`config.mk`:
```
export PLATFORM = sky130hd
export DESIGN_NAME = ftpm_cfg
export DESIGN_NICKNAME = d
export VERILOG_FILES = /design/src/hdl/ftpm_pkg.sv /design/src/hdl/ftpm_cfg.sv
export SDC_FILE = /design/constraint.sdc
export NUM_CORES = 1
export LEC_CHECK = 0
export BUFFER_PORTS_ARGS = -buffer_cell sky130_fd_sc_hd__buf_4
export CAP_MARGIN = 30
export CORE_MARGIN = 8
export CORE_UTILIZATION = 43
export CTS_CLUSTER_DIAMETER = 40
export CTS_CLUSTER_SIZE = 30
export DETAILED_ROUTE_END_ITERATION = 16
export PLACE_DENSITY = 0.88
export SLEW_MARGIN = 20
export SYNTH_ARGS = -nofsm -noshare
export SYNTH_HDL_FRONTEND = slang
export SYNTH_SLANG_ARGS = --single-unit
```
`constraint.sdc`:
```
create_clock -name aclk -period 2.2 [get_ports aclk]
set_clock_uncertainty 0.15 [all_clocks]
set_input_delay 0.33 -clock aclk [delete_from_list [all_inputs] [get_ports aclk]]
set_output_delay 0.33 -clock aclk [all_outputs]
set_load 0.01 [all_outputs]
```
`src/hdl/ftpm_pkg.sv`:
```
// shared types, constants and helpers of the first-touch page mapper
// no dependencies; used by every module of the block except ftpm_ram

package ftpm_pkg;

    localparam int MAX_PAGES  = 1024;
    localparam int PAGE_IDX_W = $clog2(MAX_PAGES);
    localparam int COUNT_W    = PAGE_IDX_W + 1;
    localparam int TAG_W      = 58;
    localparam int ADDR_W     = 64;
    localparam int OFF_W      = 30;
    localparam int STATUS_W   = 2;
    localparam int LIMIT_W    = 21;
    localparam int SHIFT_W    = 5;
    localparam int APB_ADDR_W = 4;
    localparam int APB_DATA_W = 32;

    localparam logic [SHIFT_W-1:0] SHIFT_MIN   = 5'd6;
    localparam logic [SHIFT_W-1:0] SHIFT_MAX   = 5'd30;
    localparam logic [SHIFT_W-1:0] SHIFT_RESET = 5'd12;
    localparam logic [LIMIT_W-1:0] LIMIT_RESET = 21'd1024;

    // status codes of a result
    localparam logic [STATUS_W-1:0] ST_OK    = 2'd0;
    localparam logic [STATUS_W-1:0] ST_NEW   = 2'd1;
    localparam logic [STATUS_W-1:0] ST_LIMIT = 2'd2;
    localparam logic [STATUS_W-1:0] ST_FULL  = 2'd3;

    // register indexes (paddr[3:2])
    localparam logic [1:0] REG_TRANSLATE_ENABLE = 2'd0;
    localparam logic [1:0] REG_PAGE_SHIFT       = 2'd1;
    localparam logic [1:0] REG_PHYS_LIMIT_MB    = 2'd2;

    typedef struct packed {
        logic               translate_enable;
        logic [SHIFT_W-1:0] page_shift;
        logic [LIMIT_W-1:0] phys_limit_mb;
    } cfg_t;

    function automatic logic [SHIFT_W-1:0] eff_shift(input logic [SHIFT_W-1:0] sh);
        logic [SHIFT_W-1:0] res;
        if (sh < SHIFT_MIN) begin
            res = SHIFT_MIN;
        end else if (sh > SHIFT_MAX) begin
            res = SHIFT_MAX;
        end else begin
            res = sh;
        end
        return res;
    endfunction

endpackage

```
`src/hdl/ftpm_cfg.sv`:
```
// apb register file: translate enable, page shift, physical limit
// depends on ftpm_pkg

module ftpm_cfg (
    input  logic                              aclk,
    input  logic                              aresetn,
    input  logic                              psel,
    input  logic                              penable,
    input  logic                              pwrite,
    input  logic [ftpm_pkg::APB_ADDR_W-1:0]   paddr,
    input  logic [ftpm_pkg::APB_DATA_W-1:0]   pwdata,
    output logic [ftpm_pkg::APB_DATA_W-1:0]   prdata,
    output logic                              pready,
    output ftpm_pkg::cfg_t                    cfg
);

    ftpm_pkg::cfg_t cfg_reg;
    ftpm_pkg::cfg_t cfg_next;
    logic           wr_en;

    assign pready = 1'b1;
    assign wr_en  = psel & penable & pwrite;

    always_comb begin
        cfg_next = cfg_reg;
        if (wr_en) begin
            case (paddr[3:2])
                ftpm_pkg::REG_TRANSLATE_ENABLE: cfg_next.translate_enable = pwdata[0];
                ftpm_pkg::REG_PAGE_SHIFT:
                    cfg_next.page_shift = pwdata[ftpm_pkg::SHIFT_W-1:0];
                ftpm_pkg::REG_PHYS_LIMIT_MB:
                    cfg_next.phys_limit_mb = pwdata[ftpm_pkg::LIMIT_W-1:0];
                default: cfg_next = cfg_reg;
            endcase
        end
    end

    always_ff @(posedge aclk) begin
        if (!aresetn) begin
            cfg_reg.translate_enable <= 1'b1;
            cfg_reg.page_shift       <= ftpm_pkg::SHIFT_RESET;
            cfg_reg.phys_limit_mb    <= ftpm_pkg::LIMIT_RESET;
        end else begin
            cfg_reg <= cfg_next;
        end
    end

    always_comb begin
        case (paddr[3:2])
            ftpm_pkg::REG_TRANSLATE_ENABLE:
                prdata = {31'd0, cfg_reg.translate_enable};
            ftpm_pkg::REG_PAGE_SHIFT:
                prdata = {27'd0, cfg_reg.page_shift};
            ftpm_pkg::REG_PHYS_LIMIT_MB:
                prdata = {11'd0, cfg_reg.phys_limit_mb};
            default: prdata = '0;
        endcase
    end

    assign cfg = cfg_reg;

endmodule

```
# Yosys cells after proc, flatten, opt, wreduce, memory -nomap -nowiden
# Index checks and enable logic that the tools add are counted.
[word_totals] reg_bits=27 inputBits=41 output_inout_bits=60 word_cells=12
[classes] n_eq_ne=2 muxes=1 bitwise_logic=2 reduce_logical=4
[ops] op="21-bit case mux with 3 select lines" n=1
[ops] op="2-bit AND reduction" n=3
[ops] op="1-bit AND" n=2
[ops] op="2-bit by 1-bit equality test with 1-bit output (second input constant)" n=1
[ops] op="2-bit equality test (second input constant)" n=1
[ops] op="2-bit logical NOT" n=1

# Longest topological paths before layout
[depth] depth_word=3 mapped_depth=6 mapped_depth_nobuf=3

# Worst setup path before layout
# No wires, ideal clock.
[synth_path] path_kind="input to output" startpoint="input port paddr[3] (netlist name)" endpoint="output port prdata[1] (netlist name)" arrival_time_ps=955 required_ps=1720 slack_ps=765 path_stages=3 path_buffers=1 cell_sequence="nor2b_2 clkbuf_1 a22o_1"
[synth_via] elab_chain_cells=2
[synth_lines] item="from (decl)" line="ftpm_cfg.sv:10" text="input logic [ftpm_pkg::APB_ADDR_W-1:0] paddr,"
[synth_lines] item="2-bit equality test, or another cell as far along" line="ftpm_cfg.sv:49" text="case (paddr[3:2])"
[synth_lines] item="21-bit case mux with 3 select lines (*)" line="ftpm_cfg.sv:49"
[synth_lines] item="to (decl)" line="ftpm_cfg.sv:12" text="output logic [ftpm_pkg::APB_DATA_W-1:0] prdata,"
# Mark *: on every way between the ends. The rest lies on a longest branch, timed or not.

# Worst setup path after layout
[layout_path] startpoint="input port paddr[2] (netlist name)" endpoint="output port prdata[3] (netlist name)"
# Same word-level chain as after synthesis.

==> flow_metrics.py <==
metrics = {
    "pwr": {
        "ir_drop_v": 0.000307,
        "leakagePower_nw": 0.913,
        "p_switching_mw": 0.207,
        "power.internal_mw": 0.631,
        "pwr-share-comb_pct": 15.3,
        "finalPower_mw": 0.838,
        "clockPowerShare_pct": 25.0,
        "power_density_nw_per_um2": 439,
        "switching_share_pct": 24.7,
        "power.share.sequential_pct": 59.8,
    },
    "setup_path": {
        "cp.arrival_ps": 1210,
        "worstSetupEndpointType": "output port",
        "slowest_stage": "nor2b_2",
        "required_ps": 1720,
        "cp_max_fo": 12,
        "path_cells": "buf_4 -> nor2b_2 -> buf_4 -> a22o_1 -> buf_4",
        "critPathBufInv": 3,
        "slowest_delay_ps": 260,
        "start_kind": "primary input",
        "cp_top_family": "buffers and inverters",
        "critical_path_class": "in -> out",
        "path_common_cell": "buf_4",
    },
    "placement": {
        "pre_cts_ws_ps": 399,
        "numPortBuffers": 75,
        "place_area_um2": 1880,
        "dp_hpwl_um": 2710,
        "gp_congestion": 0.693,
    },
    "clocking": {
        "cts_hold_buf": 0,
        "clk_pin_slew_ps": 140,
        "cts_root_buf": "clkbuf_4",
        "clock_path_buffers": 2,
        "clock_latency_ps": 310,
        "numCtsBuffers": 3,
        "cts.sinks": 27,
        "cts_tree": "yes",
        "cts_setup_buffers": 0,
        "cts_resized": 0,
        "htree_num_levels": 1,
    },
    "grt": {
        "grt_max_degree": 48,
        "track_usage_pct": 12.6,
        "grt-ovfl-total": 0,
        "grt_pass1_wl_um": 5530,
        "antenna_found_initial": 0,
        "grt_pass1_vias": 1253,
    },
    "drt": {
        "firstDrtPassIters": 4,
        "drt_iter0_drc": 38,
        "drtAntennaViolNets": 0,
        "wl_per_cell_um": 12.9,
        "vias": 1240,
        "drc": 0,
        "wl_um": 3500,
        "viasPerCell": 4.58,
    },
    "timing": {
        "whs_ps": 95.8,
        "min_period_over_period_pct": 76.8,
        "rsz0062_at_grt": "no",
        "tns_ps": 0,
        "clock.fmax_mhz": 592,
        "setup_violations": 0,
        "setup_ws_ps": 510,
        "hold_viol_final": 0,
        "drv_slew": 0,
        "finalCriticalPeriod_ps": 1690,
    },
    "synth": {
        "yosys.area.top_type_share_pct": 38.7,
        "synth.cell_area_um2": 1400,
        "synth_seq_cells": 27,
        "synth_top_cells_by_area": "dfxtp_1, mux2i_1, nand2_1",
        "ys_warn_count": 0,
        "seq_area_frac_synth_pct": 38.7,
        "ys_types": 23,
        "yosys.area.top_type": "dfxtp_1",
        "avgSynthCellArea_um2": 8.73,
        "synth_cells": 160,
    },
    "layout": {
        "largest_register_ffs": 27,
        "nets": 269,
        "syn2layout_area_growth_pct": 36.6,
        "diodes": 0,
        "layout_commonest_cell": "buf_4",
        "drive_gt1_share_pct": 37.0,
        "mostFrequentLayoutCells": "buf_4, nand2_1, dfxtp_1",
        "fin_area_um2": 1910,
    },
    "floorplanning": {
        "core.rowCount": 20,
        "start_util_pct": 45.4,
        "die_h_um": 73.0,
        "die_x_um": 73.0,
        "coreArea_um2": 3080,
        "io_pins": 101,
        "dieArea_um2": 5330,
    },
    "status": {
        "status": "finished clean",
    },
    "flow_run": {
        "maxCapViolCount": 0,
    },
    "worst_hold_path": {
        "hold_class": "in -> reg",
    },
}
-- worst register-to-register path, cell delays in order (launching register included) --
cell,delay (ps)
dfxtp_1,390
inv_1,50
o211ai_1,160
-- area by class of cell --
cell class	count	area (µm²)
Inverter	3	11.3
Sequential cell	27	541
Tap cell	44	55.1
Multi-Input combinational cell	116	698
Fill cell	303	1170
Clock buffer	4	26.3
Timing Repair Buffer	77	578
-- per-stage QoR --
stage,util (%),cells
after floorplan,-,170
after global placement,61.2,267
after detailed placement,61.2,267
after CTS,62.0,271
after global routing,62.0,271
final,62.0,271
-- synth_stat cells --
| library cell | n |
|---|---|
| a21oi_1 | 1 |
| a22o_1 | 4 |
| and2_1 | 17 |
| and2_4 | 1 |
| and2b_1 | 1 |
| and3_4 | 1 |
| and3b_1 | 1 |
| buf_12 | 2 |
| buf_2 | 2 |
| buf_4 | 12 |
| buf_6 | 2 |
| clkbuf_1 | 6 |
| conb_1 | 2 |
| dfxtp_1 | 27 |
| inv_1 | 3 |
| mux2i_1 | 24 |
| nand2_1 | 44 |
| nand3_1 | 3 |
| nor2_1 | 1 |
| nor2b_2 | 1 |
| o211ai_1 | 2 |
| o211ai_2 | 1 |
| o21ai_1 | 2 |
-- final timing paths --
| path | from | end | slack, ps | depth (start not counted) |
|---|---|---|---|---|
| min | pwdata[10] | cfg[10] | 100 | 3 |
| max | paddr[2] | prdata[3] | 510 | 5 |
| max reg2reg | cfg[24] | cfg[24] | 1390 | 2 |
| min reg2reg | cfg[8] | cfg[8] | 330 | 2 |
-- kinds of logic (layout without fill, tap and decap cells) --
family | after synthesis | in the layout | synth area share (%)
AND/OR/NAND/NOR | 70 | 70 | 24.0
flip-flops | 27 | 27 | 38.7
multiplexers | 24 | 24 | 17.2
other | 2 | 12 | 0.537
AO/OA/AOI/OAI | 10 | 10 | 5.55
buffers and inverters | 27 | 84 | 14.1
-- routing by layer --
layer	vias up	GRT usage, %	wire length, µm
met3	2	4.81	360
met5	-	0	0
met1	563	12.9	1360
met2	51	23.0	1770
li1	624	-	-
met4	0	3.33	10
-- power groups by stage --
stage                     registers (mW)  clock network, mW  logic [mW]
final                              0.501              0.209       0.128
after global routing               0.502              0.238       0.142
after global placement             0.511                  0       0.127
after detailed placement           0.511                  0       0.129
after floorplan                    0.514                  0      0.0787
after CTS                          0.501              0.221       0.129
Power figures use the tool's default switching activity.
